### config.mk
export PLATFORM = sky130hd
export DESIGN_NAME = fly_camera_view_matrix
export DESIGN_NICKNAME = d
export VERILOG_FILES = /design/src/hw/rtl/fcvm_pkg.sv /design/src/hw/rtl/fly_camera_view_matrix.sv
export SDC_FILE = /design/constraint.sdc
export NUM_CORES = 2
export LEC_CHECK = 0
export BUFFER_PORTS_ARGS = -buffer_cell sky130_fd_sc_hd__buf_2
export CAP_MARGIN = 10
export CORE_MARGIN = 3
export CORE_UTILIZATION = 30
export CTS_CLUSTER_DIAMETER = 30
export DETAILED_ROUTE_END_ITERATION = 10
export PLACE_DENSITY = 0.55
export SLEW_MARGIN = 20
export SYNTH_ARGS = -nofsm -noshare
export SYNTH_HDL_FRONTEND = slang
export SYNTH_SLANG_ARGS = --single-unit
### constraint.sdc
create_clock -name i_clk -period 13.37 [get_ports i_clk]
set_input_delay 1.337 -clock i_clk [delete_from_list [all_inputs] [get_ports i_clk]]
set_output_delay 1.337 -clock i_clk [all_outputs]
set_load 0.01 [all_outputs]
### src/hw/rtl/fcvm_pkg.sv
`timescale 1ns / 1ps

package fcvm_pkg;

    typedef logic signed [31:0] t_q16;
    typedef logic signed [15:0] t_q14;

    localparam int ANGLE_LIMIT  = 90;
    localparam int CORDIC_STEPS = 16;
    localparam int DEG_Q30      = 18740330;
    localparam int CORDIC_K     = 652032874;

    localparam logic signed [7:0] PITCH_MAX = 8'(ANGLE_LIMIT);
    localparam logic signed [7:0] PITCH_MIN = -PITCH_MAX;
    localparam logic [8:0] YAW_FULL = 9'd360;
    localparam logic [8:0] YAW_TOP  = 9'd359;

    localparam logic [3:0] OP_FWD       = 4'd0;
    localparam logic [3:0] OP_BACK      = 4'd1;
    localparam logic [3:0] OP_RIGHT     = 4'd2;
    localparam logic [3:0] OP_LEFT      = 4'd3;
    localparam logic [3:0] OP_PITCH_UP  = 4'd4;
    localparam logic [3:0] OP_PITCH_DN  = 4'd5;
    localparam logic [3:0] OP_YAW_UP    = 4'd6;
    localparam logic [3:0] OP_YAW_DN    = 4'd7;
    localparam logic [3:0] OP_VIEW      = 4'd8;
    localparam logic [3:0] OP_SET_POS   = 4'd9;
    localparam logic [3:0] OP_SET_FRONT = 4'd10;

    localparam logic [2:0] CFG_UP_X  = 3'd0;
    localparam logic [2:0] CFG_UP_Y  = 3'd1;
    localparam logic [2:0] CFG_UP_Z  = 3'd2;
    localparam logic [2:0] CFG_SPEED = 3'd3;
    localparam logic [2:0] CFG_ACCEL = 3'd4;

    // Multiplier word lengths: operands of up to 18 signed bits, or full words.
    localparam logic [5:0] MUL_SHORT = 6'd18;
    localparam logic [5:0] MUL_LONG  = 6'd32;

    // atan(2^-i) in radians, Q.30, truncated.
    function automatic logic signed [33:0] atan_q30(input logic [4:0] i);
        case (i)
            5'd0:  atan_q30 = 34'sd843314856;
            5'd1:  atan_q30 = 34'sd497837829;
            5'd2:  atan_q30 = 34'sd263043836;
            5'd3:  atan_q30 = 34'sd133525158;
            5'd4:  atan_q30 = 34'sd67021686;
            5'd5:  atan_q30 = 34'sd33543515;
            5'd6:  atan_q30 = 34'sd16775850;
            5'd7:  atan_q30 = 34'sd8388437;
            5'd8:  atan_q30 = 34'sd4194282;
            5'd9:  atan_q30 = 34'sd2097149;
            5'd10: atan_q30 = 34'sd1048575;
            5'd11: atan_q30 = 34'sd524287;
            5'd12: atan_q30 = 34'sd262143;
            5'd13: atan_q30 = 34'sd131071;
            5'd14: atan_q30 = 34'sd65535;
            5'd15: atan_q30 = 34'sd32767;
            5'd16: atan_q30 = 34'sd16383;
            5'd17: atan_q30 = 34'sd8191;
            5'd18: atan_q30 = 34'sd4095;
            5'd19: atan_q30 = 34'sd2047;
            5'd20: atan_q30 = 34'sd1023;
            5'd21: atan_q30 = 34'sd511;
            5'd22: atan_q30 = 34'sd255;
            5'd23: atan_q30 = 34'sd127;
            default: atan_q30 = 34'sd0;
        endcase
    endfunction

    function automatic t_q16 sat32(input logic signed [63:0] v);
        if (v > 64'sd2147483647) begin
            sat32 = 32'sh7fffffff;
        end else if (v < -64'sd2147483648) begin
            sat32 = 32'sh80000000;
        end else begin
            sat32 = v[31:0];
        end
    endfunction

    function automatic t_q14 sat16(input logic signed [33:0] v);
        if (v > 34'sd32767) begin
            sat16 = 16'sh7fff;
        end else if (v < -34'sd32768) begin
            sat16 = 16'sh8000;
        end else begin
            sat16 = v[15:0];
        end
    endfunction

    function automatic t_q14 clamp_unit(input logic signed [33:0] v);
        if (v > 34'sd16384) begin
            clamp_unit = 16'sd16384;
        end else if (v < -34'sd16384) begin
            clamp_unit = -16'sd16384;
        end else begin
            clamp_unit = v[15:0];
        end
    endfunction

endpackage

### src/hw/rtl/fly_camera_view_matrix.sv
// First-person camera engine. Each request carries one command (move forward, back, right or
// left, pitch or yaw by one degree, view, set position, set front), optionally loading pitch and
// yaw first. Only a view produces results: four matrix columns of the right-handed lookAt view
// matrix, the fourth marked by tlast. All arithmetic runs on one bit-serial multiplier (one bit of
// the multiplier word per cycle, 18 or 32 bits), an iterative CORDIC (one rotation per cycle),
// a bit-per-cycle square root and a bit-per-cycle divider, one component at a time. Pitch, yaw,
// set and unused commands complete on acceptance without leaving the idle state. A new request is
// taken only when the sequencer is idle, while the last column of a view may still wait in the
// output register.
`timescale 1ns / 1ps

module fly_camera_view_matrix
    import fcvm_pkg::*;
(
    input  logic         i_clk,
    input  logic         i_rst_n,

    input  logic         s_axis_tvalid,
    output logic         s_axis_tready,
    // value_x[31:0], value_y[63:32], value_z[95:64], pitch_in[103:96], yaw_in[112:104], zeros
    input  logic [119:0] s_axis_tdata,
    // operation[3:0], load_angles[4]
    input  logic [4:0]   s_axis_tuser,

    output logic         m_axis_tvalid,
    input  logic         m_axis_tready,
    // column_index[1:0], row0[33:2], row1[65:34], row2[97:66], row3[129:98], zeros
    output logic [135:0] m_axis_tdata,
    // last_column
    output logic         m_axis_tlast,

    input  logic         i_cfg_valid,
    output logic         o_cfg_ready,
    input  logic [2:0]   i_cfg_addr,
    input  logic [15:0]  i_cfg_data
);

    localparam logic [3:0] S_IDLE  = 4'd0;
    localparam logic [3:0] S_TRIG  = 4'd1;
    localparam logic [3:0] S_FMUL  = 4'd2;
    localparam logic [3:0] S_CROSS = 4'd3;
    localparam logic [3:0] S_SQ    = 4'd4;
    localparam logic [3:0] S_SQRT  = 4'd5;
    localparam logic [3:0] S_DIV   = 4'd6;
    localparam logic [3:0] S_STEP  = 4'd7;
    localparam logic [3:0] S_MOVE  = 4'd8;
    localparam logic [3:0] S_DOT   = 4'd9;
    localparam logic [3:0] S_EMIT  = 4'd10;

    // Sequencer.
    logic [3:0]  r_state;
    logic        r_ph;
    logic [1:0]  r_i;
    logic [1:0]  r_t;
    logic        r_upass;
    logic [3:0]  r_op;

    // Configuration.
    t_q14        r_up [3];
    logic [15:0] r_speed;
    logic [9:0]  r_accel;

    // Camera state.
    t_q16        r_pos [3];
    t_q14        r_front [3];
    logic signed [7:0] r_pitch;
    logic [8:0]  r_yaw;

    // CORDIC.
    logic signed [33:0] r_x, r_y, r_z;
    logic [4:0]  r_j;
    logic        r_tneg;
    t_q14        r_sp, r_cp, r_sy, r_cy;

    // Serial multiplier and accumulator.
    logic signed [63:0] r_ma;
    logic [31:0] r_mb;
    logic [5:0]  r_mcnt;
    logic signed [63:0] r_acc;

    // Cross product, norm and division.
    t_q16        r_c [3];
    logic [63:0] r_sv, r_sr, r_bit;
    logic [31:0] r_m;
    logic [32:0] r_dr;
    logic [14:0] r_q;
    logic [3:0]  r_dcnt;
    logic        r_dneg;

    t_q14        r_s [3];
    logic signed [17:0] r_u [3];
    logic [25:0] r_step;
    t_q16        r_col3 [3];

    logic        r_ovalid;
    logic [135:0] r_odata;
    logic        r_olast;

    // Input fields.
    logic [3:0]  w_op;
    logic        w_load;
    t_q16        w_val [3];
    logic signed [7:0] w_pitch_in;
    logic [8:0]  w_yaw_in;
    logic        w_accept;

    assign w_op       = s_axis_tuser[3:0];
    assign w_load     = s_axis_tuser[4];
    assign w_val[0]   = s_axis_tdata[31:0];
    assign w_val[1]   = s_axis_tdata[63:32];
    assign w_val[2]   = s_axis_tdata[95:64];
    assign w_pitch_in = s_axis_tdata[103:96];
    assign w_yaw_in   = s_axis_tdata[112:104];

    assign s_axis_tready = (r_state == S_IDLE);
    assign w_accept      = s_axis_tvalid && s_axis_tready;
    assign o_cfg_ready   = 1'b1;

    assign m_axis_tvalid = r_ovalid;
    assign m_axis_tdata  = r_odata;
    assign m_axis_tlast  = r_olast;

    // Angles after an optional load and after the one-degree commands.
    logic signed [7:0] w_pbase, n_pitch;
    logic [8:0]  w_ybase, n_yaw;

    always_comb begin
        w_pbase = r_pitch;
        w_ybase = r_yaw;
        if (w_load) begin
            if (w_pitch_in > PITCH_MAX) begin
                w_pbase = PITCH_MAX;
            end else if (w_pitch_in < PITCH_MIN) begin
                w_pbase = PITCH_MIN;
            end else begin
                w_pbase = w_pitch_in;
            end
            w_ybase = (w_yaw_in >= YAW_FULL) ? w_yaw_in - YAW_FULL : w_yaw_in;
        end
        n_pitch = w_pbase;
        n_yaw   = w_ybase;
        unique case (w_op)
            OP_PITCH_UP: n_pitch = (w_pbase >= PITCH_MAX) ? PITCH_MAX : w_pbase + 8'sd1;
            OP_PITCH_DN: n_pitch = (w_pbase <= PITCH_MIN) ? PITCH_MIN : w_pbase - 8'sd1;
            OP_YAW_UP:   n_yaw   = (w_ybase >= YAW_TOP) ? 9'd0 : w_ybase + 9'd1;
            OP_YAW_DN:   n_yaw   = (w_ybase == 9'd0) ? YAW_TOP : w_ybase - 9'd1;
            default: ;
        endcase
    end

    // Set front rounds each value by two bits and saturates it.
    t_q14 n_front [3];

    always_comb begin
        for (int k = 0; k < 3; k++) begin
            n_front[k] = sat16((34'(w_val[k]) + 34'sd2) >>> 2);
        end
    end

    // CORDIC start angle: yaw is folded into the right half plane, with both results negated
    // when it was taken from the left half.
    logic signed [9:0]  w_deg, w_dred;
    logic               w_dneg;
    logic signed [33:0] w_zinit, w_dx, w_dy, w_at, w_xr, w_yr;
    t_q14               w_cx, w_cy;

    always_comb begin
        w_deg  = (r_i == 2'd0) ? 10'(r_pitch) : $signed({1'b0, r_yaw});
        w_dred = w_deg;
        w_dneg = 1'b0;
        if (w_deg > 10'sd270) begin
            w_dred = w_deg - 10'sd360;
        end else if (w_deg > 10'sd90) begin
            w_dred = w_deg - 10'sd180;
            w_dneg = 1'b1;
        end
        w_zinit = 34'(w_dred) * 34'(DEG_Q30);
        w_dx    = r_y >>> r_j;
        w_dy    = r_x >>> r_j;
        w_at    = atan_q30(r_j);
        w_xr    = (r_x + 34'sd32768) >>> 16;
        w_yr    = (r_y + 34'sd32768) >>> 16;
        w_cx    = r_tneg ? -clamp_unit(w_xr) : clamp_unit(w_xr);
        w_cy    = r_tneg ? -clamp_unit(w_yr) : clamp_unit(w_yr);
    end

    // Multiplier operands for the job that the sequencer is about to start.
    t_q16       m_a, m_b;
    logic [5:0] m_len;
    logic       m_neg, m_clr;
    logic [1:0] w_i1, w_i2, w_ai, w_bi;

    always_comb begin
        w_i1  = (r_i == 2'd2) ? 2'd0 : r_i + 2'd1;
        w_i2  = (r_i == 2'd0) ? 2'd2 : r_i - 2'd1;
        w_ai  = (r_t == 2'd0) ? w_i1 : w_i2;
        w_bi  = (r_t == 2'd0) ? w_i2 : w_i1;
        m_a   = '0;
        m_b   = '0;
        m_len = MUL_SHORT;
        m_neg = 1'b0;
        m_clr = 1'b1;
        unique case (r_state)
            S_FMUL: begin
                m_a = (r_i == 2'd0) ? 32'(r_cy) : 32'(r_sy);
                m_b = 32'(r_cp);
            end
            S_CROSS: begin
                m_a   = r_upass ? 32'(r_s[w_ai]) : 32'(r_front[w_ai]);
                m_b   = r_upass ? 32'(r_front[w_bi]) : 32'(r_up[w_bi]);
                m_neg = (r_t != 2'd0);
                m_clr = (r_t == 2'd0);
            end
            S_SQ: begin
                m_a   = r_c[r_i];
                m_b   = r_c[r_i];
                m_len = MUL_LONG;
                m_clr = (r_i == 2'd0);
            end
            S_STEP: begin
                m_a = {16'd0, r_speed};
                m_b = {22'd0, r_accel};
            end
            S_MOVE: begin
                m_a = {6'd0, r_step};
                m_b = ((r_op == OP_FWD) || (r_op == OP_BACK)) ? 32'(r_front[r_i])
                                                              : 32'(r_s[r_i]);
            end
            S_DOT: begin
                m_a   = r_pos[r_i];
                m_b   = (r_t == 2'd0) ? 32'(r_s[r_i]) :
                        (r_t == 2'd1) ? 32'(r_u[r_i]) : 32'(r_front[r_i]);
                m_clr = (r_i == 2'd0);
            end
            default: ;
        endcase
    end

    logic               w_mdone;
    logic signed [63:0] w_rnd14, w_msum, w_sqsum;
    logic               w_sub;
    logic [32:0]        w_dt;
    logic               w_dge;

    assign w_mdone = r_ph && (r_mcnt == 6'd0);
    assign w_rnd14 = (r_acc + 64'sd8192) >>> 14;
    assign w_sub   = (r_op == OP_BACK) || (r_op == OP_LEFT);
    assign w_msum  = 64'(r_pos[r_i]) + (w_sub ? -w_rnd14 : w_rnd14);
    assign w_sqsum = $signed(r_sr + r_bit);
    assign w_dt    = (r_dcnt == 4'd15) ? r_dr : {r_dr[31:0], 1'b0};
    assign w_dge   = (w_dt >= {1'b0, r_m});

    // Column being sent.
    logic [135:0] w_col;
    t_q16         w_r0, w_r1, w_r2, w_r3;

    always_comb begin
        if (r_i == 2'd3) begin
            w_r0 = r_col3[0];
            w_r1 = r_col3[1];
            w_r2 = r_col3[2];
            w_r3 = 32'sd65536;
        end else begin
            w_r0 = 32'(r_s[r_i]) <<< 2;
            w_r1 = 32'(r_u[r_i]) <<< 2;
            w_r2 = -(32'(r_front[r_i]) <<< 2);
            w_r3 = '0;
        end
        w_col = {6'd0, w_r3, w_r2, w_r1, w_r0, r_i};
    end

    always_ff @(posedge i_clk) begin
        if (!i_rst_n) begin
            r_state  <= S_IDLE;
            r_ph     <= 1'b0;
            r_i      <= 2'd0;
            r_t      <= 2'd0;
            r_upass  <= 1'b0;
            r_op     <= OP_FWD;
            r_mcnt   <= 6'd0;
            r_ovalid <= 1'b0;
            r_up[0]  <= 16'sd0;
            r_up[1]  <= 16'sd16384;
            r_up[2]  <= 16'sd0;
            r_speed  <= 16'd328;
            r_accel  <= 10'd1;
            r_pos[0] <= 32'sd0;
            r_pos[1] <= 32'sd0;
            r_pos[2] <= 32'sd196608;
            r_front[0] <= 16'sd0;
            r_front[1] <= 16'sd0;
            r_front[2] <= -16'sd16384;
            r_pitch  <= 8'sd0;
            r_yaw    <= 9'd0;
        end else begin
            if (i_cfg_valid) begin
                unique case (i_cfg_addr)
                    CFG_UP_X:  r_up[0] <= i_cfg_data;
                    CFG_UP_Y:  r_up[1] <= i_cfg_data;
                    CFG_UP_Z:  r_up[2] <= i_cfg_data;
                    CFG_SPEED: r_speed <= i_cfg_data;
                    CFG_ACCEL: r_accel <= i_cfg_data[9:0];
                    default: ;
                endcase
            end

            if (r_ovalid && m_axis_tready) begin
                r_ovalid <= 1'b0;
            end

            // One multiplier bit per cycle; the top bit of the word carries negative weight.
            if (r_mcnt != 6'd0) begin
                if (r_mb[0]) begin
                    r_acc <= (r_mcnt == 6'd1) ? r_acc - r_ma : r_acc + r_ma;
                end
                r_ma   <= r_ma <<< 1;
                r_mb   <= r_mb >> 1;
                r_mcnt <= r_mcnt - 6'd1;
            end

            if ((r_state == S_FMUL || r_state == S_CROSS || r_state == S_SQ ||
                 r_state == S_STEP || r_state == S_MOVE || r_state == S_DOT) && !r_ph) begin
                r_ma   <= m_neg ? -64'(m_a) : 64'(m_a);
                r_mb   <= m_b;
                r_mcnt <= m_len;
                if (m_clr) begin
                    r_acc <= '0;
                end
                r_ph <= 1'b1;
            end

            unique case (r_state)
                S_IDLE: begin
                    if (w_accept) begin
                        r_pitch <= n_pitch;
                        r_yaw   <= n_yaw;
                        r_op    <= w_op;
                        r_ph    <= 1'b0;
                        r_i     <= 2'd0;
                        r_t     <= 2'd0;
                        r_upass <= 1'b0;
                        case (w_op) inside
                            OP_FWD, OP_BACK:   r_state <= S_STEP;
                            OP_RIGHT, OP_LEFT: r_state <= S_CROSS;
                            OP_VIEW:           r_state <= S_TRIG;
                            OP_SET_POS: begin
                                r_pos[0] <= w_val[0];
                                r_pos[1] <= w_val[1];
                                r_pos[2] <= w_val[2];
                            end
                            OP_SET_FRONT: begin
                                r_front[0] <= n_front[0];
                                r_front[1] <= n_front[1];
                                r_front[2] <= n_front[2];
                            end
                            default: ;
                        endcase
                    end
                end

                S_TRIG: begin
                    if (!r_ph) begin
                        r_x    <= 34'(CORDIC_K);
                        r_y    <= '0;
                        r_z    <= w_zinit;
                        r_tneg <= w_dneg;
                        r_j    <= 5'd0;
                        r_ph   <= 1'b1;
                    end else if ((r_j != 5'(CORDIC_STEPS)) && (r_j != 5'd24)) begin
                        if (!r_z[33]) begin
                            r_x <= r_x - w_dx;
                            r_y <= r_y + w_dy;
                            r_z <= r_z - w_at;
                        end else begin
                            r_x <= r_x + w_dx;
                            r_y <= r_y - w_dy;
                            r_z <= r_z + w_at;
                        end
                        r_j <= r_j + 5'd1;
                    end else begin
                        r_ph <= 1'b0;
                        if (r_i == 2'd0) begin
                            r_sp <= w_cy;
                            r_cp <= w_cx;
                            r_i  <= 2'd1;
                        end else begin
                            r_sy    <= w_cy;
                            r_cy    <= w_cx;
                            r_i     <= 2'd0;
                            r_state <= S_FMUL;
                        end
                    end
                end

                // The new front is taken as a unit vector without renormalising.
                S_FMUL: begin
                    if (w_mdone) begin
                        r_ph <= 1'b0;
                        if (r_i == 2'd0) begin
                            r_front[0] <= w_rnd14[15:0];
                            r_i        <= 2'd1;
                        end else begin
                            r_front[2] <= w_rnd14[15:0];
                            r_front[1] <= r_sp;
                            r_i        <= 2'd0;
                            r_t        <= 2'd0;
                            r_upass    <= 1'b0;
                            r_state    <= S_CROSS;
                        end
                    end
                end

                // First pass: front x up, halved, for the side vector. Second pass: s x f.
                S_CROSS: begin
                    if (w_mdone) begin
                        r_ph <= 1'b0;
                        if (r_t == 2'd0) begin
                            r_t <= 2'd1;
                        end else begin
                            r_t <= 2'd0;
                            if (r_upass) begin
                                r_u[r_i] <= w_rnd14[17:0];
                            end else begin
                                r_c[r_i] <= r_acc[32:1];
                            end
                            if (r_i == 2'd2) begin
                                r_i     <= 2'd0;
                                r_state <= r_upass ? S_DOT : S_SQ;
                            end else begin
                                r_i <= r_i + 2'd1;
                            end
                        end
                    end
                end

                S_SQ: begin
                    if (w_mdone) begin
                        r_ph <= 1'b0;
                        if (r_i == 2'd2) begin
                            r_i     <= 2'd0;
                            r_state <= S_SQRT;
                        end else begin
                            r_i <= r_i + 2'd1;
                        end
                    end
                end

                // Integer square root, one result bit per cycle.
                S_SQRT: begin
                    if (!r_ph) begin
                        r_sv  <= r_acc;
                        r_sr  <= '0;
                        r_bit <= 64'd1 << 62;
                        r_ph  <= 1'b1;
                    end else if (r_bit != 64'd0) begin
                        if (r_sv >= 64'(w_sqsum)) begin
                            r_sv <= r_sv - 64'(w_sqsum);
                            r_sr <= (r_sr >> 1) + r_bit;
                        end else begin
                            r_sr <= r_sr >> 1;
                        end
                        r_bit <= r_bit >> 2;
                    end else begin
                        r_m     <= r_sr[31:0];
                        r_ph    <= 1'b0;
                        r_state <= S_DIV;
                    end
                end

                // Restoring division of |c| * 2^14 by the norm, truncated toward zero. A zero
                // norm (front parallel to up) gives a zero side vector.
                S_DIV: begin
                    if (!r_ph && (r_m == 32'd0)) begin
                        r_s[r_i] <= '0;
                    end else if (!r_ph) begin
                        r_dr   <= r_c[r_i][31] ? 33'(-r_c[r_i]) : 33'(r_c[r_i]);
                        r_dneg <= r_c[r_i][31];
                        r_q    <= '0;
                        r_dcnt <= 4'd15;
                        r_ph   <= 1'b1;
                    end else if (r_dcnt != 4'd0) begin
                        r_dr   <= w_dge ? w_dt - {1'b0, r_m} : w_dt;
                        r_q    <= {r_q[13:0], w_dge};
                        r_dcnt <= r_dcnt - 4'd1;
                    end else begin
                        r_s[r_i] <= r_dneg ? -$signed({1'b0, r_q}) : $signed({1'b0, r_q});
                        r_ph     <= 1'b0;
                    end
                    if ((!r_ph && (r_m == 32'd0)) || (r_ph && (r_dcnt == 4'd0))) begin
                        if (r_i == 2'd2) begin
                            r_i <= 2'd0;
                            r_t <= 2'd0;
                            if (r_op == OP_VIEW) begin
                                r_upass <= 1'b1;
                                r_state <= S_CROSS;
                            end else begin
                                r_state <= S_STEP;
                            end
                        end else begin
                            r_i <= r_i + 2'd1;
                        end
                    end
                end

                S_STEP: begin
                    if (w_mdone) begin
                        r_step  <= r_acc[25:0];
                        r_ph    <= 1'b0;
                        r_i     <= 2'd0;
                        r_state <= S_MOVE;
                    end
                end

                S_MOVE: begin
                    if (w_mdone) begin
                        r_pos[r_i] <= sat32(w_msum);
                        r_ph       <= 1'b0;
                        if (r_i == 2'd2) begin
                            r_i     <= 2'd0;
                            r_state <= S_IDLE;
                        end else begin
                            r_i <= r_i + 2'd1;
                        end
                    end
                end

                // Translation column: -s.pos, -u.pos, f.pos.
                S_DOT: begin
                    if (w_mdone) begin
                        r_ph <= 1'b0;
                        if (r_i == 2'd2) begin
                            r_col3[r_t] <= sat32((r_t == 2'd2) ? w_rnd14 : -w_rnd14);
                            r_i         <= 2'd0;
                            if (r_t == 2'd2) begin
                                r_t     <= 2'd0;
                                r_state <= S_EMIT;
                            end else begin
                                r_t <= r_t + 2'd1;
                            end
                        end else begin
                            r_i <= r_i + 2'd1;
                        end
                    end
                end

                S_EMIT: begin
                    if (!r_ovalid || m_axis_tready) begin
                        r_odata  <= w_col;
                        r_olast  <= (r_i == 2'd3);
                        r_ovalid <= 1'b1;
                        if (r_i == 2'd3) begin
                            r_i     <= 2'd0;
                            r_state <= S_IDLE;
                        end else begin
                            r_i <= r_i + 2'd1;
                        end
                    end
                end

                default: r_state <= S_IDLE;
            endcase
        end
    end

endmodule
==> summary.txt <==
GRT
  • Vias in the first global route: 78,120
  • Global-route wire length before repair: roughly 490,000 µm
  • Initial antenna violation count: 16
  • Total gr overflow: 0
  • GRT Total Usage: 18.99%
  • Largest net degree at the start of global routing: ~150

Final layout
  • Final Instance Area: 115,400 µm²
  • Final nets: ~12,000
  • Register area: 38,570 µm²
  • Layout area overhead: 16.94%
  • Most frequent cells in the layout: nand2_1 (1,229), edfxtp_1 (1,220), nor2_1 (1,003)
  • Layout cell share with drive strength beyond 1: a little under an eighth
  • Non-Filler Instances: around 15,000
  • Footprint of the multi-input gates: around 57,000 µm²
  • Fill count: between 30,000 and 40,000
  • Most common cell after layout, fill and taps aside: nand2_1

Clock network
  • CTS Root Cell: clkbuf_16
  • CTS Buf Count: 322
  • # Post-CTS Setup Buffers: 0
  • Clock-pin slew on the worst setup and hold paths: 0.05 ns
  • Clk sinks: 1,316
  • CTS HTree Levels: 5
  • Hold buffers post-CTS: 0
  • CTS max path bufs: 4
  • TritonCTS clock tree: yes
  • Post-CTS sizing: 0
  • Worst-Skew Late Latency: 0.94 ns

Placed design
  • Placed Area: 104,500 µm²
  • Post-DP HPWL: between 200,000 and 250,000 µm
  • Routability cong.: 0.9891
  • Placed cells: between 10,000 and 15,000
  • PortBufs: ~240

Critical path
  • Critical path type: flop to flop
  • CP arrival: 11.51 ns
  • CP required: 14.00 ns
  • Crit end category: flop
  • CP Launch Type: flop
  • CP Max Fanout: 28

Floorplanning
  • Row count: 209
  • Core Area: 325,800 µm²
  • Die height: 579.5 µm
  • Die width: 579.5 µm
  • IO Pins: 289
  • Die area: 335,800 µm²
  • Initial core utilization: 30.28%

STA
  • Setup_tns: 0 ns
  • Slew @ Worst Pin: 1.170 ns
  • Fin. max-slew vios: 0
  • Slew margin rel.: 21.16%
  • Final Skew: 0.1718 ns
  • FMAX: 91.94 MHz
  • Endpoints failing setup: 0
  • Hold_ws: approximately 0.42 ns
  • Final hold violation count: 0
  • Fin crit share: 81.35%
  • RSZ-0062 raised after global routing: no
  • Min Tclk post-route: 10.88 ns

Synthesis
  • Synth Register Bits: 1,316
  • Ys async rst share: 0%
  • Top cells by area, synth: edfxtp_1 (37%), ha_1 (6.9%), nand2_1 (4.7%)
  • Top FF cell, synth: edfxtp_1
  • Area share of the largest cell type after synthesis: 37.13%
  • Post-synthesis sequential area ratio: 39.08%
  • Post-Syn Instances: 10,530
  • Yosys cell types: 107
  • Post-Syn Area: 98,660 µm²
  • Yosys top cell by area: edfxtp_1
  • Avg Cell Area, Syn: around 9.4 µm²
  • EDFF count, synth: 1,220
  • Ys Warns: 0

Run
  • Max-cap violations: 0

Pwr
  • Pwr per Cell Area: 285.8 nW/µm²
  • Leak Pwr: 43.33 nW
  • Maximum VDD drop: 0.4684 mV

Route
  • DR pass1 iterations: 8
  • Remaining DRCs: 0
  • Via count: 82,630
  • Via density: ~5.4
  • Iteration-0 DRC Markers: roughly 8,100
  • Wire per inst: approximately 22 µm
  • Final wirelength: approximately 330,000 µm
  • ANT nets after route: 0

Worst hold path
  • Hold Crit Class: flop to flop

Run status
  • Run status: completed
-- per-stage QoR --
step,util [%],setup WS (ns),total power [mW]
after global routing,35.40,1.971,35.59
after global placement,32.07,2.943,25.00
after floorplan,-,2.737,20.17
final,35.41,2.493,32.98
after detailed placement,32.07,2.738,24.98
after CTS,35.40,2.615,32.98
-- synth_stat cells (35+ instances only) --
library cell,instances
a211oi_1,116
a21o_1,250
a21oi_1,781
a31oi_1,164
and2_1,144
and3_1,116
buf_1,66
buf_2,35
buf_4,52
clkbuf_1,376
dfxtp_1,96
edfxtp_1,1220
fa_1,72
ha_1,546
inv_1,344
mux2_2,139
mux2i_1,264
mux4_2,116
nand2_1,1231
nand2b_1,108
nand3_1,240
nand4_1,129
nor2_1,1013
nor2b_1,83
nor3_1,196
nor4_1,80
o211ai_1,82
o21a_1,60
o21ai_0,657
o21bai_1,67
o22ai_1,53
o31ai_1,73
or2_2,48
or3_1,56
xnor2_1,485
xor2_1,418
-- power breakdown --
part | leakage [nW] | switching (mW) | total (mW) | internal, mW
clock network | 5.20 | 2.62 | 7.81 | 5.19
logic | 26.1 | 11.3 | 18.5 | 7.20
registers | 12.0 | 0.776 | 6.64 | 5.86
-- routing by layer --
layer	share of wire, %	GRT usage, %	vias to the layer above
met5	0	0	-
met4	4.4	7.955	0
met3	7.7	3.304	619
met2	43	29.16	3084
met1	44	26.29	39650
li1	-	-	39280
-- area by class of cell --
class	instances	share of cell area [%]
Multi-Input combinational cell	8365	49.31
Sequential cell	1316	33.43
Clock buffer	361	7.164
Tap cell	4325	4.690
Clock inverter	225	2.238
Timing Repair Buffer	386	1.998
Inverter	349	1.144
Antenna cell	14	0.03037
-- worst max-delay path: stages (launching register included) --
cell       delay [ns]
edfxtp_1         0.85
ha_1             0.47
nand3_2          0.28
xor2_1           0.61
and3_1           0.34
a21boi_0         0.49
and2_1           0.44
and2_1           0.34
nand3_1          0.22
nor3_1           0.30
nor2_1           0.08
xnor2_1          0.15
ha_1             0.38
a21oi_1          0.26
o21ai_0          0.21
a2111oi_0        0.95
a211oi_1         0.35
or3_1            0.49
o211ai_1         0.42
nor2_1           0.09
a211oi_1         0.34
and4_1           0.24
nand4_1          0.10
nor4_1           0.62
nand2b_1         0.60
buf_4            0.38
nand2_4          0.32
o21ai_0          0.32
-- flip-flops by register name, indices dropped and copies added, names as in the netlist, 54 cells and up, named ones only --
signal / cells
r_pos: 128
m_axis_tdata: 99
r_c: 96
r_col3: 96
r_acc: 64
r_ma: 64
r_sr: 64
r_sv: 64
r_u: 54
-- final timing paths --
path              slack, ns                endpoint  cells after the start                  start
hold reg to reg        0.42        r_m[0]$_DFFE_PP_                      0  r_sr[0]$_SDFFCE_PN0P_
hold / removal         0.42        r_m[0]$_DFFE_PP_                      0  r_sr[0]$_SDFFCE_PN0P_
setup / recovery       2.49  r_pos[2][18]$_DFFE_PP_                     27    r_acc[14]$_DFFE_PP_
setup reg to reg       2.49  r_pos[2][18]$_DFFE_PP_                     27    r_acc[14]$_DFFE_PP_
-- cells by family (layout without fill, tap and decap cells) --
group,after synthesis,count (layout),synth area share [%]
DFF,1316,1316,39.08
xor gates and xnor gates,905,905,8.061
muxes,519,519,6.913
AOI/OAI and AO/OA,2701,2701,17.05
and+or+nand+nor,3584,3584,16.82
buffers and inverters,887,1321,3.679
other,2,52,0.007612
adders and majority gates,618,618,8.386
Power figures use the tool's default switching activity.
